==> src/tcw_pkg.sv <==
`timescale 1ns / 1ps

package tcw_pkg;

    localparam int COLUMNS_DEF = 80;
    localparam int ROWS_DEF    = 24;

    localparam int OP_W       = 3;
    localparam int CH_W       = 8;
    localparam int COLUMN_W   = 7;
    localparam int ROW_IN_W   = 5;
    localparam int POS_W      = 11;
    localparam int ATTR_W     = 8;
    localparam int CELL_W     = CH_W + ATTR_W;
    localparam int IN_DATA_W  = 24;
    localparam int OUT_DATA_W = 32;

    localparam logic [CH_W-1:0]   SPACE_CHAR   = 8'd32;
    localparam logic [CH_W-1:0]   NEWLINE_CHAR = 8'd10;
    localparam logic [ATTR_W-1:0] ATTR_RESET   = 8'd7;

    typedef enum logic [OP_W-1:0] {
        OP_PUT   = 3'd0,
        OP_RIGHT = 3'd1,
        OP_LEFT  = 3'd2,
        OP_SET   = 3'd3,
        OP_CLEAR = 3'd4,
        OP_READ  = 3'd5
    } op_t;

    typedef enum logic [2:0] {
        CUR_NONE,
        CUR_INC,
        CUR_DEC,
        CUR_NEWLINE,
        CUR_SET
    } cur_op_t;

    typedef struct packed {
        logic    load;
        cur_op_t op;
    } cur_req_t;

    typedef enum logic [2:0] {
        S_INIT,
        S_IDLE,
        S_DECODE,
        S_SCROLL,
        S_FILL,
        S_READ,
        S_DONE
    } state_t;

endpackage

==> src/tcw_cursor.sv <==
`timescale 1ns / 1ps

module tcw_cursor #(
    parameter int  COLUMNS = tcw_pkg::COLUMNS_DEF,
    parameter int  ROWS    = tcw_pkg::ROWS_DEF,
    localparam int CELLS   = COLUMNS * ROWS,
    localparam int IDX_W   = $clog2(CELLS)
) (
    input  logic                          clk,
    input  logic                          rst_n,
    input  tcw_pkg::cur_req_t             req,
    input  logic [tcw_pkg::COLUMN_W-1:0]  column_in,
    input  logic [tcw_pkg::ROW_IN_W-1:0]  row_in,
    output logic [IDX_W-1:0]              pos,
    output logic [IDX_W-1:0]              tgt_idx,
    output logic                          wrap
);

    localparam int COL_W  = $clog2(COLUMNS);
    localparam int ROW_W  = (ROWS > 1) ? $clog2(ROWS) : 1;
    localparam int BOTTOM = CELLS - COLUMNS;

    logic [IDX_W-1:0] pos_reg, pos_next;
    logic [IDX_W-1:0] base_reg, base_next;
    logic [COL_W-1:0] col_reg, col_next;
    logic [ROW_W-1:0] row_reg, row_next;

    logic [COL_W-1:0] tgt_col_reg;
    logic [ROW_W-1:0] tgt_row_reg;
    logic [IDX_W-1:0] tgt_base_reg;
    logic [IDX_W-1:0] tgt_idx_reg;

    logic [COL_W-1:0] col_cl;
    logic [ROW_W-1:0] row_cl;
    logic [IDX_W-1:0] base_cl;

    // clamp requested cell to the screen
    always_comb
    begin
        col_cl  = (int'(column_in) > COLUMNS - 1) ? COL_W'(COLUMNS - 1) : COL_W'(column_in);
        row_cl  = (int'(row_in) > ROWS - 1) ? ROW_W'(ROWS - 1) : ROW_W'(row_in);
        base_cl = IDX_W'(row_cl) * IDX_W'(COLUMNS);
    end

    always_ff @(posedge clk)
    begin
        if (req.load)
        begin
            tgt_col_reg  <= col_cl;
            tgt_row_reg  <= row_cl;
            tgt_base_reg <= base_cl;
            tgt_idx_reg  <= base_cl + IDX_W'(col_cl);
        end
    end

    always_comb
    begin
        pos_next  = pos_reg;
        base_next = base_reg;
        col_next  = col_reg;
        row_next  = row_reg;
        wrap      = 1'b0;
        case (req.op)
            tcw_pkg::CUR_INC:
            begin
                if (pos_reg == IDX_W'(CELLS - 1))
                begin
                    wrap     = 1'b1;
                    pos_next = IDX_W'(BOTTOM);
                    col_next = '0;
                end
                else if (col_reg == COL_W'(COLUMNS - 1))
                begin
                    col_next  = '0;
                    row_next  = row_reg + ROW_W'(1);
                    base_next = base_reg + IDX_W'(COLUMNS);
                    pos_next  = pos_reg + IDX_W'(1);
                end
                else
                begin
                    col_next = col_reg + COL_W'(1);
                    pos_next = pos_reg + IDX_W'(1);
                end
            end
            tcw_pkg::CUR_NEWLINE:
            begin
                col_next = '0;
                if (row_reg == ROW_W'(ROWS - 1))
                begin
                    wrap     = 1'b1;
                    pos_next = IDX_W'(BOTTOM);
                end
                else
                begin
                    row_next  = row_reg + ROW_W'(1);
                    base_next = base_reg + IDX_W'(COLUMNS);
                    pos_next  = base_reg + IDX_W'(COLUMNS);
                end
            end
            tcw_pkg::CUR_DEC:
            begin
                if (pos_reg != '0)
                begin
                    pos_next = pos_reg - IDX_W'(1);
                    if (col_reg == '0)
                    begin
                        col_next  = COL_W'(COLUMNS - 1);
                        row_next  = row_reg - ROW_W'(1);
                        base_next = base_reg - IDX_W'(COLUMNS);
                    end
                    else
                    begin
                        col_next = col_reg - COL_W'(1);
                    end
                end
            end
            tcw_pkg::CUR_SET:
            begin
                col_next  = tgt_col_reg;
                row_next  = tgt_row_reg;
                base_next = tgt_base_reg;
                pos_next  = tgt_idx_reg;
            end
            default:
            begin
                pos_next = pos_reg;
            end
        endcase
    end

    always_ff @(posedge clk or negedge rst_n)
    begin
        if (!rst_n)
        begin
            pos_reg  <= '0;
            base_reg <= '0;
            col_reg  <= '0;
            row_reg  <= '0;
        end
        else
        begin
            pos_reg  <= pos_next;
            base_reg <= base_next;
            col_reg  <= col_next;
            row_reg  <= row_next;
        end
    end

    assign pos     = pos_reg;
    assign tgt_idx = tgt_idx_reg;

endmodule
==> config.mk <==
export PLATFORM = sky130hd
export DESIGN_NAME = tcw_cursor
export DESIGN_NICKNAME = d
export VERILOG_FILES = /design/src/tcw_pkg.sv /design/src/tcw_cursor.sv
export SDC_FILE = /design/constraint.sdc
export NUM_CORES = 1
export LEC_CHECK = 0
export BUFFER_PORTS_ARGS = -buffer_cell sky130_fd_sc_hd__buf_2
export CORE_MARGIN = 1
export CORE_UTILIZATION = 60
export DETAILED_ROUTE_END_ITERATION = 6
export GPL_TIMING_DRIVEN = 0
export HOLD_SLACK_MARGIN = 0.05
export PLACE_DENSITY = 0.9
export REMOVE_ABC_BUFFERS = 1
export SLEW_MARGIN = 15
export SYNTH_ARGS = -nofsm -noshare
export SYNTH_HDL_FRONTEND = slang
export SYNTH_SLANG_ARGS = --single-unit
==> constraint.sdc <==
create_clock -name clk -period 2.84 [get_ports clk]
set_clock_uncertainty 0.2 [all_clocks]
set_input_delay 0.142 -clock clk [delete_from_list [all_inputs] [get_ports clk]]
set_output_delay 0.142 -clock clk [all_outputs]
set_load 0.005 [all_outputs]
Word level (Yosys, flattened, before mapping)
Index checks and enable logic that the tools add are counted.
Word-level totals
  bits in registers: 64
  output and inout bits: 23
  word-level logic and storage cells: 63
Operators by class
  $add $sub $neg: 9
  multipliers: 1
  $lt $le $gt $ge: 2
  eq/ne operators: 12
  muxes and demuxes: 26
  reductions and logical operators: 5
Operator list (count)
  $mux W11: 8
  $pmux W11 S4: 2
  $mux W7: 5
  $mux W5: 6
  $pmux W7 S4: 1
  $pmux W5 S4: 1
  $add A11 B1 Y11 const B: 1
  $add A11 B7 Y11: 1
  $add A11 B7 Y11 const B: 1
  $eq A11 B11 Y1 const B: 1
  $reduce_bool A11 Y1: 1
  $sub A11 B1 Y11 const B: 1
  $sub A11 B7 Y11 const B: 1
  $ne A2 B2 Y1 const B: 5
  $add A7 B1 Y7 const B: 1
  $eq A7 B7 Y1 const B: 1
  $gt A7 B7 Y1 const B: 1
  $logic_not A7 Y1: 1
  $mul A5 B3 Y7 const B: 1
  $sub A7 B1 Y7 const B: 1
  $eq A3 B2 Y1 const B: 2
  $reduce_and A6 Y1: 1
  $add A5 B1 Y5 const B: 1
  $eq A5 B5 Y1 const B: 1
  other kinds (8): 9

Logic depth before layout (Yosys ltp)
  depth after elaboration: 4
  gate-level depth with buffers: 11
  depth with buffers taken out: 11

Worst setup path after synthesis
No wires, ideal clock.
  path type: input -> register
  from: input port req[0] (netlist bit)
  to: register row_reg[4]
  library setup time: 0.125 ns
  arrival time: 2.114 ns
  setup slack: 0.401 ns
  stages on the path: 10
  buffers on the path: 3
  path through: buf_2 or3b_1 buf_6 clkbuf_1 fa_1 nand2b_1 a21oi_1 xnor2_1 a21oi_1 mux2_4
Between the ends
  longest elaborated chain between the ends: 3
RTL lines
  from (decl): line tcw_cursor.sv:11  | input tcw_pkg::cur_req_t req,
  $eq A3 B2 Y1, or another cell as far along: line tcw_cursor.sv:63  | case (req.op)
  $reduce_bool A4 Y1 (no line) / $ne A2 B2 Y1 (equally long branches)
  $reduce_and A6 Y1 (no line)
  to (signal assigned): line tcw_cursor.sv:145  | row_reg <= row_next;
  to (decl): line tcw_cursor.sv:26  | logic [ROW_W-1:0] row_reg, row_next;
Parallel ways exist; a longest one is shown, timed or not.
A chain may end at the register's enable or synchronous reset.

Final worst setup path
  from: input port row_in[4] (netlist bit)
  to: register tgt_idx_reg[10], in the netlist tgt_idx[10], data pin
Between the ends
  longest elaborated chain between the ends: 4
RTL lines
  from (decl): line tcw_cursor.sv:13  | input logic [tcw_pkg::ROW_IN_W-1:0] row_in,
  $gt A5 B5 Y1: line tcw_cursor.sv:41  | row_cl = (int'(row_in) > ROWS - 1) ? ROW_W'(ROWS - 1) : ROW_W'(row_in);
  $mux W5: line tcw_cursor.sv:41
  named net row_cl[3]: line tcw_cursor.sv:34  | logic [ROW_W-1:0] row_cl;
  $mul A5 B3 Y7: line tcw_cursor.sv:42  | base_cl = IDX_W'(row_cl) * IDX_W'(COLUMNS);
  named net base_cl[8]: line tcw_cursor.sv:35  | logic [IDX_W-1:0] base_cl;
  $add A11 B7 Y11: line tcw_cursor.sv:52  | tgt_idx_reg <= base_cl + IDX_W'(col_cl);
  to (signal assigned): line tcw_cursor.sv:52
  to (decl): line tcw_cursor.sv:31  | logic [IDX_W-1:0] tgt_idx_reg;
The timed path passes the listed nets, and every way through them passes these cells.

==> impl_metrics.tcl <==
set metrics [dict create \
    yosys_register_bits 54 \
    setup.worst_path.class "input pin to register" \
    yosys_warnings 0 \
    netlist_area_sq_mm 0.00403 \
    yosys-top-cells-area "sky130_fd_sc_hd__dfrtp_1 19%, sky130_fd_sc_hd__edfxtp_1 18%, sky130_fd_sc_hd__ha_1 5.3%" \
    setup.worst_path.start "row_in[4]" \
    gr-usage-all-layers_pct 30.5 \
    fillCellCount 439 \
    die_area_sq_mm 0.00705 \
    total_global_routing_overflow 0 \
    totalPowerFinal_mw 3.60 \
    total_leakage_power_nw 1.84 \
    cts_root_buf "sky130_fd_sc_hd__clkbuf_8" \
    seqCellArea_sq_mm 0.00147 \
    number_of_antenna_violations_at_the_first_check_in_global_routing 0 \
    timing.critical_path.from_type "input pin" \
    numCtsBuffers 5 \
    reg2reg_from "pos[0]" \
    grt_setup_unrepaired "no" \
    drc_errors 2 \
    synth_enable_flop_cells 24 \
    via_count 3670 \
    grt_start_max_net_pins 31 \
    synth.top_cells.by_count "35 x sky130_fd_sc_hd__o21ai_0, 30 x sky130_fd_sc_hd__dfrtp_1, 30 x sky130_fd_sc_hd__nor2_1" \
    synthArstFlopShare_pct 55.6 \
    worst_hold_check_path_type "input pin to register" \
    vias_per_cell 6.80 \
    synth_largest_type_area_fraction_pct 18.6 \
    grt_pass1_wl_microns 17200 \
    crit_fanout 6 \
    max-slew-margin-rel_pct 43.2 \
    globalplace.congestion 0.933 \
    grt_pass1_vias 3522 \
    hpwl_microns 7120 \
    dominant_cell_type_by_area_after_synthesis "sky130_fd_sc_hd__dfrtp_1" \
    fmaxAchievable_mhz 375 \
    cts.reportedPaths.clkPinSlew_ns 0.10 \
    power.clock.fraction_pct 13.4 \
    setup-tns-final_ns 0 \
    combPwrFrac_pct 43.7 \
    post_place_setup_slack_ns -0.106 \
    drive_gt1_share_pct 17.1 \
    run_status "complete, but fails checks" \
    coreArea_sq_mm 0.00642 \
    worst-slew-pin-transition_ns 0.852 \
    drt_pass1_iterations 7 \
    power.share.sequential_pct 42.9 \
    swShare_pct 43.9 \
    top_level_ports 41 \
    layout_setup_ws_ns 0.175 \
    synthMostInstantiatedCell "sky130_fd_sc_hd__o21ai_0" \
    switching_power_mw 1.58 \
    largest_stage_delay_worst_path_ns 0.53 \
    netlist-cell-type-count 74 \
    endpoint_kind "register" \
    tritoncts_clock_tree "yes" \
    internal-power_mw 2.02 \
    standard_cell_rows 29 \
    finalSetupViolations 0 \
    cts_max_level 2 \
    synth_cells 432 \
    timing.critical_path.arrival_ns 2.54 \
    initial_utilization_pct 62.7 \
    diodes 0 \
    clockBufferDepth 2 \
    finalNetCount 500 \
    wirelength_microns 10700 \
    avgRoutedWirePerCell_microns 19.8 \
    multiInputGateArea_sq_mm 0.00233 \
    path_cells "dlygate4sd3_1 > buf_2 > nor2b_2 > nand2_1 > inv_1 > nor2_1 > ha_1 > inv_1 > fa_1 > inv_1 > and3_1 > nand2_1 > xnor2_1" \
    maxSlewViolCount 0 \
    crit_required_ns 2.71 \
    floorplan.die.width_microns 83.9 \
    most_used_flip_flop_cell_after_synthesis "sky130_fd_sc_hd__dfrtp_1" \
    synth_sequential_area_ratio_pct 36.5 \
    violated_checks "design-rule violations" \
    final_core_util_pct 68.8 \
    maxCapViolations 0 \
    io_buffers 40 \
    crit_slowest_cell "sky130_fd_sc_hd__dlygate4sd3_1" \
    worst_skew_pair.late_latency_ns 0.32 \
    p_per_area_mw_per_mm2 815 \
    hold_path.startpoint "row_in[0]" \
    post-route-min-period_ns 2.67 \
    crit_top_cell "sky130_fd_sc_hd__inv_1" \
    clkSinkCount 54 \
    die_h_microns 83.9 \
    peak_vdd_ir_mv 0.461 \
    syn-mean-instance-area_sq_um 9.33 \
    largest_reg_flops 11 \
    antenna_left 0 \
    fin_crit_sh_pct 93.8 \
    flow.area_growth_from_synthesis_pct 9.75 \
    detail_route.iter0.violations 406 \
    final_count_of_hold_timing_violations 0 \
]
==> final timing paths <==
| check | to | slack (ns) | depth (start not counted) |
|---|---|---|---|
| setup reg to reg | row_reg[4] | 0.27 | 7 |
| setup / recovery | tgt_idx[10] | 0.17 | 13 |
| max in group asynchronous | pos[4] | 1.71 | 2 |
| hold / removal | tgt_row_reg[0] | 0.04 | 2 |
| min in group asynchronous | pos[3] | 0.22 | 2 |
| hold reg to reg | base_reg[8] | 0.35 | 2 |
==> critical path, delay by kind of cell <==
family	cells	cell delay [ns]
buf+inv	5	0.97
xor+xnor	1	0.14
simple gates	5	0.67
fa+ha+maj	2	0.63
==> metrics by stage <==
stage / hold slack (ns) / area (sq um) / cells
floorplan: -0.354 / 3840 / 400
global placement: 0.0394 / 4140 / 517
detailed placement: 0.0409 / 4160 / 518
CTS: 0.0563 / 4350 / 535
global route: 0.0623 / 4420 / 540
finish: 0.0436 / 4420 / 540
==> placed cells by master (no fill, tap or decap), types with 7 or more instances in the layout <==
master                          synthesis  routed
sky130_fd_sc_hd__buf_2                 13      40
sky130_fd_sc_hd__xnor2_1               13      12
sky130_fd_sc_hd__nor2_1                30      30
sky130_fd_sc_hd__and3_1                 8       8
sky130_fd_sc_hd__o21ai_0               35      35
sky130_fd_sc_hd__ha_1                  17      17
sky130_fd_sc_hd__nand2_1               28      28
sky130_fd_sc_hd__nor2b_1                9       8
sky130_fd_sc_hd__nand2b_1              13      13
sky130_fd_sc_hd__edfxtp_1              24      24
sky130_fd_sc_hd__a31oi_1                7       7
sky130_fd_sc_hd__nor3_1                 8       8
sky130_fd_sc_hd__a22o_1                 8       8
sky130_fd_sc_hd__dfrtp_1               30      29
sky130_fd_sc_hd__nand3_1                9       9
sky130_fd_sc_hd__xor2_1                12      12
sky130_fd_sc_hd__a21oi_1               25      25
sky130_fd_sc_hd__dlygate4sd3_1          0       9
sky130_fd_sc_hd__inv_1                 21      21
==> cell families (layout without fill, tap and decap cells) <==
| group | after synthesis | in the layout | share of synthesized area [%] |
|---|---|---|---|
| AOI/OAI and AO/OA | 137 | 138 | 23.4 |
| buffers and inverters | 54 | 84 | 6.77 |
| xor gates and xnor gates | 25 | 25 | 5.43 |
| adders and majority gates | 20 | 20 | 6.77 |
| muxes | 6 | 6 | 1.80 |
| and+or+nand+nor | 136 | 136 | 19.3 |
| DFF | 54 | 54 | 36.5 |
==> area by class of cell <==
type                    instances  area share, %
multi-input cells             325           52.6
inverters                      22           1.98
well taps                      77           2.18
flip-flops and latches         54           33.3
clock inverters                 2          0.453
repair buffers                 54           7.58
clock buffers                   6           1.87
==> power by group through the flow <==
stage	registers, mW	logic [mW]	clock network, mW
6_report	1.55	1.57	0.483
5_1_grt	1.58	1.73	0.518
4_1_cts	1.52	1.50	0.482
3_5_place_dp	1.53	1.48	0
3_3_place_gp	1.51	1.39	0
2_1_floorplan	1.42	1.11	0
==> metal layers <==
metal | vias to the layer above | track usage, % | routed length (microns)
met2 | 235 | 51.6 | 5220
li1 | 1655 | - | -
met4 | 0 | 11.0 | 258
met3 | 36 | 4.25 | 902
met5 | - | 0 | 0
met1 | 1744 | 40.0 | 4300
==> timing repair <==
action,CTS,global route
resized for setup,0,5
setup buffers,0,4
endpoints found under the hold margin,40,0
setup endpoints to repair,0,14
hold buffers,9,0
(Power assumes the default switching activity.)
